[config.mk]
export PLATFORM = sky130hd
export DESIGN_NAME = kca_cell
export DESIGN_NICKNAME = d
export VERILOG_FILES = /design/src/kca_pkg.sv /design/src/kca_cell.sv
export SDC_FILE = /design/constraint.sdc
export NUM_CORES = 1
export LEC_CHECK = 0
export BUFFER_PORTS_ARGS = -buffer_cell sky130_fd_sc_hd__buf_2
export CAP_MARGIN = 15
export CORE_ASPECT_RATIO = 1.25
export CORE_UTILIZATION = 43
export CTS_BUF_LIST = sky130_fd_sc_hd__clkbuf_4 sky130_fd_sc_hd__clkbuf_8 sky130_fd_sc_hd__clkbuf_16
export CTS_CLUSTER_DIAMETER = 50
export CTS_CLUSTER_SIZE = 25
export DETAILED_ROUTE_END_ITERATION = 10
export GPL_ROUTABILITY_DRIVEN = 1
export MAX_ROUTING_LAYER = met4
export PLACE_DENSITY = 0.77
export SLEW_MARGIN = 25
export SYNTH_ARGS = -nofsm -noshare
export SYNTH_HDL_FRONTEND = slang
export SYNTH_SLANG_ARGS = --single-unit
[constraint.sdc]
create_clock -name clk -period 8.25 [get_ports clk]
set_clock_uncertainty 0.15 [all_clocks]
set_input_delay 1.2375 -clock clk [delete_from_list [all_inputs] [get_ports clk]]
set_output_delay 1.2375 -clock clk [all_outputs]
set_load 0.05 [all_outputs]
[src/kca_pkg.sv]
// ----------------------------------------------------------------------------
// kca_pkg
// types, field widths and codes shared by the accumulator table and its cells
// ----------------------------------------------------------------------------
package kca_pkg;

  localparam int TABLE_DEPTH = 64;
  localparam int IDX_W       = $clog2(TABLE_DEPTH);
  localparam int USED_W      = $clog2(TABLE_DEPTH + 1);

  localparam int MODE_W   = 2;
  localparam int KEY_W    = 32;
  localparam int CNT_W    = 32;
  localparam int RIDX_W   = 6;
  localparam int STATUS_W = 3;
  localparam int SLOT_W   = 6;
  localparam int TOTAL_W  = 7;

  // common width for comparing a cell position with a read index
  localparam int CMP_W = (IDX_W > RIDX_W) ? IDX_W : RIDX_W;

  typedef enum logic [MODE_W-1:0] {
    MODE_SEARCH = 2'd0,
    MODE_LAST   = 2'd1,
    MODE_APPEND = 2'd2,
    MODE_READ   = 2'd3
  } mode_t;

  typedef enum logic [STATUS_W-1:0] {
    ST_UPDATED  = 3'd0,
    ST_APPENDED = 3'd1,
    ST_FULL     = 3'd2,
    ST_READ_OK  = 3'd3,
    ST_READ_BAD = 3'd4
  } status_t;

  typedef enum logic [1:0] {
    S_IDLE,
    S_SCAN,
    S_FINISH
  } state_t;

  // request seen by every cell while a scan runs
  typedef struct packed {
    mode_t             op;
    logic [KEY_W-1:0]  key;
    logic [RIDX_W-1:0] ridx;
  } query_t;

  // scan token handed from cell to cell
  typedef struct packed {
    logic             valid;
    logic             found;
    logic [IDX_W-1:0] idx;
    logic [KEY_W-1:0] key;
    logic [CNT_W-1:0] cnt;
  } scan_t;

  // write broadcast to all cells
  typedef struct packed {
    logic             en;
    logic [IDX_W-1:0] idx;
    logic [KEY_W-1:0] key;
    logic [CNT_W-1:0] cnt;
  } wr_t;

endpackage

[src/kca_cell.sv]
// ----------------------------------------------------------------------------
// kca_cell
// one table entry: holds a key and a count, checks the passing scan token
// ----------------------------------------------------------------------------
module kca_cell (
  input  logic                          clk,
  input  logic                          rst,
  input  logic [kca_pkg::IDX_W-1:0]     pos,
  input  logic [kca_pkg::USED_W-1:0]    used,
  input  kca_pkg::query_t               query,
  input  kca_pkg::wr_t                  wr,
  input  kca_pkg::scan_t                scan_in,
  output kca_pkg::scan_t                scan_out
);

  logic [kca_pkg::KEY_W-1:0]  key;
  logic [kca_pkg::CNT_W-1:0]  cnt;
  logic [kca_pkg::USED_W-1:0] pos_u;
  logic                       live;
  logic                       is_last;
  logic                       match;
  logic                       rd_sel;
  logic                       take;
  kca_pkg::scan_t             scan_next;

  assign pos_u   = kca_pkg::USED_W'(pos);
  assign live    = pos_u < used;
  assign is_last = (pos_u + kca_pkg::USED_W'(1)) == used;
  assign match   = live && (key == query.key);
  assign rd_sel  = live && (kca_pkg::CMP_W'(pos) == kca_pkg::CMP_W'(query.ridx));

  always_comb begin
    unique case (query.op)
      kca_pkg::MODE_SEARCH: take = match && (is_last || !scan_in.found);
      kca_pkg::MODE_LAST:   take = match && is_last;
      kca_pkg::MODE_APPEND: take = 1'b0;
      kca_pkg::MODE_READ:   take = rd_sel;
      default:              take = 1'b0;
    endcase
  end

  always_comb begin
    scan_next = scan_in;
    if (scan_in.valid && take) begin
      scan_next.found = 1'b1;
      scan_next.idx   = pos;
      scan_next.key   = key;
      scan_next.cnt   = cnt;
    end
  end

  always_ff @(posedge clk) begin
    if (rst) begin
      scan_out.valid <= 1'b0;
    end else begin
      scan_out <= scan_next;
    end
  end

  // entry storage, written only by the commit broadcast
  always_ff @(posedge clk) begin
    if (wr.en && (wr.idx == pos)) begin
      key <= wr.key;
      cnt <= wr.cnt;
    end
  end

endmodule

Yosys cells after proc, flatten, opt, wreduce, memory -nomap -nowiden
Index checks and enable logic that the tools add are counted.

$lt $le $gt $ge: 1. Equal/unequal tests: 7. Mux-type cells: 2. $add $sub $neg: 1. Reduce and logical (&&, ||, !) cells: 9.

Operators with widths (number): $mux W70 (1); $eq A32 B32 Y1 (1); $eq A6 B6 Y1 (2); $add A6 B1 Y7 const B (1); $eq A7 B7 Y1 (1); $lt A6 B7 Y1 (1); $logic_and A1 B1 Y1 (6); $eq A2 B2 Y1 const B (2); $pmux W1 S4 (1); $eq A2 B1 Y1 const B (1); $logic_not A2 Y1 (1); $logic_not A1 Y1 (1); $logic_or A1 B1 Y1 (1).

Bits of input ports: 198. Output and inout bits: 72. Word-level logic and storage cells: 27. Register bits after elaboration: 136.

Longest topological paths before layout
Depth in word-level cells: 7. Gate-level depth with buffers: 10. Mapped depth without buffers: 8.

Worst setup path before layout
Ideal clock, no wire load.

Path kind: input-to-reg. Start point: in pos[2] (netlist name). End point: reg cnt[0] (netlist name), enable pin. Data required time: 7.456 ns. Slack: -0.248 ns. Setup time: 0.644 ns. Arrival: 7.704 ns. Path buffers: 1. Stages on the path: 3. Path through: buf_2 > xor2_1 > nor4_1.

Longest elaborated chain between the ends: 2.

RTL lines: from (decl) (RTL line kca_cell.sv:8) `input logic [kca_pkg::IDX_W-1:0] pos,`; $eq A6 B6 Y1 (RTL line kca_cell.sv:62) `if (wr.en && (wr.idx == pos)) begin`; $logic_and A1 B1 Y1 (RTL line kca_cell.sv:62); to (signal assigned) (RTL line kca_cell.sv:64) `cnt <= wr.cnt;`; to (decl) (RTL line kca_cell.sv:17) `logic [kca_pkg::CNT_W-1:0] cnt;`.

Every way passes these cells. A chain may end at the register's enable or synchronous reset.

==> flow_summary.json <==
{
  "intPower_mw": 1.39,
  "ctsHoldBuffers": 0,
  "grt_usage": 0.208,
  "crit_path_end_kind": "flop",
  "dp_cells": 769,
  "fillers": 1079,
  "p_clk_frac": 0.429,
  "synth_fp_nets": 543,
  "pin_count": 270,
  "start_kind": "input port",
  "seq_area_sq_um": 4070,
  "dpl.hpwl_um": 10600,
  "via_per_inst": 4.93,
  "overflow": 0,
  "synth_cell_types": 38,
  "clock_latency_ns": 0.40,
  "core-area_sq_um": 13400,
  "maxCapViolCount": 0,
  "synth_top_area_frac": 0.676,
  "cts_root_buffer": "clkbuf_16",
  "drtAntennaViolNets": 0,
  "worstPathArrival_ns": 3.86,
  "area_growth_pct": 35.1,
  "drt-initial-drc-count": 142,
  "crit_path_max_fanout": 40,
  "dr.pass1.iters": 4,
  "fp.dieH_um": 134,
  "routabilityCongestion": 0.816,
  "setup_tns_ns": 0,
  "async_flop_share": 0,
  "cts.repair.resized": 0,
  "hold_viol": 0,
  "cp_slowest_cell": "buf_4",
  "cts_sinks": 136,
  "syn-instance-count": 338,
  "wl_per_cell_um": 17.9,
  "numCtsBuffers": 17,
  "crit_path_end": "scan_out[44]$_DFFE_PN_",
  "synth_seq_cells": 136,
  "switching_share": 0.244,
  "initial_core_util": 0.447,
  "min_period_ns": 3.86,
  "worstMarginPinSlew_ns": 0.970,
  "yosys_warnings": 0,
  "synth.avg_cell_area_sq_um": 17.7,
  "first_global_vias": 4372,
  "layout-drive-gt1-share": 0.601,
  "syn_area_sq_um": 6000,
  "cts_setup_buffers": 0,
  "clock.fmax_mhz": 259,
  "nets": 822,
  "r2r_cells": 7,
  "p_per_area_nw_per_um2": 227,
  "crit-reg2reg-launch": "key[29]$_DFFE_PP_",
  "post-route-period-util": 0.468,
  "cts.path.max_buffers": 2,
  "grt_max_degree": 72,
  "cp.required_ns": 8.25,
  "setup_viol": 0,
  "vdd_drop_max_uv": 176,
  "power_switching_mw": 0.449,
  "grt_pass1_wl_um": 21300,
  "cp_cell_sequence": "buf_2 > ha_1 > xnor3_1 > a32o_1 > a211oi_1 > a211oi_2 > o221ai_4 > buf_4 > mux2_2",
  "timing_worst_setup_path_type": "input port to flop",
  "cellLeakagePower_nw": 3.48,
  "grt_setup_unrepaired": "no",
  "drcViolationCount": 0,
  "port-buffer-count": 269,
  "die_w_um": 108,
  "vias": 3957,
  "hold_class": "flop to flop",
  "die-area_sq_um": 14400,
  "timing.rr.end": "scan_out[55]$_DFFE_PN_",
  "synth.area.top_cells": "edfxtp_1 (68%), mux2_2 (8.6%), mux2_4 (6.0%)",
  "htreeDepth": 4,
  "crit_path_start": "pos[1]",
  "synthFlopType": "edfxtp_1",
  "drt_wl_total_um": 14400,
  "cts_tree": "yes",
  "cts.clk_slew.worst_paths_ns": 0.06,
  "r2r_slack_ns": 5.40,
  "ys_seq_area_frac": 0.679,
  "seq_power_share": 0.438,
  "std_cell_rows": 47,
  "multi_input_area_sq_um": 1780,
  "antenna_found_initial": 2,
  "slew_headroom": 0.354,
  "p_comb_frac": 0.134,
  "critPathMaxStageDelay_ns": 0.51,
  "fin_cells": 802,
  "drv_slew": 0,
  "synth_area_leader_cell": "edfxtp_1",
  "outcome": "finished clean",
  "synth-edff-count": 135
}
[power groups by stage]
stage,logic (mW),registers [mW],clock network (mW)
4_1_cts,0.248,0.806,0.806
5_1_grt,0.260,0.808,0.830
6_report,0.246,0.805,0.789
3_5_place_dp,0.248,0.820,0
3_3_place_gp,0.243,0.819,0
2_1_floorplan,0.0548,0.922,0
[flip-flops by register name, summed over array words and instances (netlist names)]
register,flops
scan_out,72
cnt,32
key,32
[final cells by class]
class | count | share of cell area
Sequential cell | 136 | 0.503
Multi-Input combinational cell | 179 | 0.220
Timing Repair Buffer | 273 | 0.170
Clock buffer | 19 | 0.0543
Tap cell | 171 | 0.0264
Clock inverter | 12 | 0.0218
Inverter | 10 | 0.00463
Antenna cell | 2 | 0.000618
[cell usage in the layout, fill, tap and decap left out, types with 4 or more instances in the layout]
cell	count
xnor2_1	12
ha_1	7
nor4_1	8
mux2_2	46
edfxtp_1	135
bufinv_16	4
mux2_4	24
nor2_1	4
xor2_1	37
buf_4	4
nand4_1	5
buf_2	269
clkbuf_16	17
inv_1	9
[cell usage after synthesis (2+ instances only)]
| cell | n |
|---|---|
| edfxtp_1 | 135 |
| mux2_2 | 46 |
| xor2_1 | 37 |
| mux2_4 | 24 |
| xnor2_1 | 12 |
| inv_1 | 10 |
| nor4_1 | 9 |
| buf_6 | 8 |
| ha_1 | 7 |
| nand4_1 | 5 |
| nor2_1 | 4 |
| buf_2 | 3 |
| nand3_1 | 3 |
| o21ai_0 | 3 |
| or3_1 | 3 |
| a211oi_1 | 2 |
| a21oi_1 | 2 |
| buf_4 | 2 |
| nand2_1 | 2 |
| nand2b_1 | 2 |
| nor3_1 | 2 |
[per-stage QoR]
stage | utilization | instance area, sq um | setup slack (ns) | hold WS [ns] | power [mW]
global placement | 0.558 | 7480 | 4.06 | 0.377 | 1.06
CTS | 0.604 | 8100 | 4.41 | 0.394 | 1.86
finish | 0.604 | 8100 | 4.39 | 0.392 | 1.84
detailed placement | 0.558 | 7480 | 3.97 | 0.384 | 1.07
global route | 0.604 | 8100 | 4.30 | 0.404 | 1.90
floorplan | - | 6000 | 2.44 | 0.375 | 0.977
[worst min path at each step]
stage | startpoint | endpoint | depth (start not counted)
2_1_floorplan | cnt[20]$_DFFE_PP_ | scan_out[20]$_DFFE_PN_ | 1
3_3_place_gp | cnt[20]$_DFFE_PP_ | scan_out[20]$_DFFE_PN_ | 1
5_1_grt | cnt[4]$_DFFE_PP_ | scan_out[4]$_DFFE_PN_ | 1
6_report | cnt[29]$_DFFE_PP_ | scan_out[29]$_DFFE_PN_ | 1
4_1_cts | cnt[29]$_DFFE_PP_ | scan_out[29]$_DFFE_PN_ | 1
3_5_place_dp | cnt[29]$_DFFE_PP_ | scan_out[29]$_DFFE_PN_ | 1
[metal layers]
layer	vias to the layer above	share of wire	routed length (um)	global-route usage
met3	23	0.087	1260	0.0622
met2	210	0.53	7650	0.367
met4	0	0.022	311	0.0784
li1	1860	-	-	-
met1	1864	0.36	5160	0.215
met5	-	0	0	-
[worst max-delay path: cells and delay by family]
family | cells | cell delay [ns]
AO/OA/AOI/OAI | 4 | 0.77
buffers and inverters | 2 | 0.72
multiplexers | 1 | 0.41
XOR/XNOR | 1 | 0.35
adder cells (fa/ha/maj) | 1 | 0.33
[logic make-up (layout without fill, tap and decap cells)]
kind of cell,Yosys count,in the layout,share of synthesized area
AOI/OAI and AO/OA,19,19,0.0267
adders and majority gates,7,7,0.0146
other,0,2,0
muxes,70,70,0.146
and+or+nand+nor,33,33,0.0313
DFF,136,136,0.679
buffers and inverters,23,314,0.0263
xor gates and xnor gates,50,50,0.0753
(Power assumes the default switching activity.)
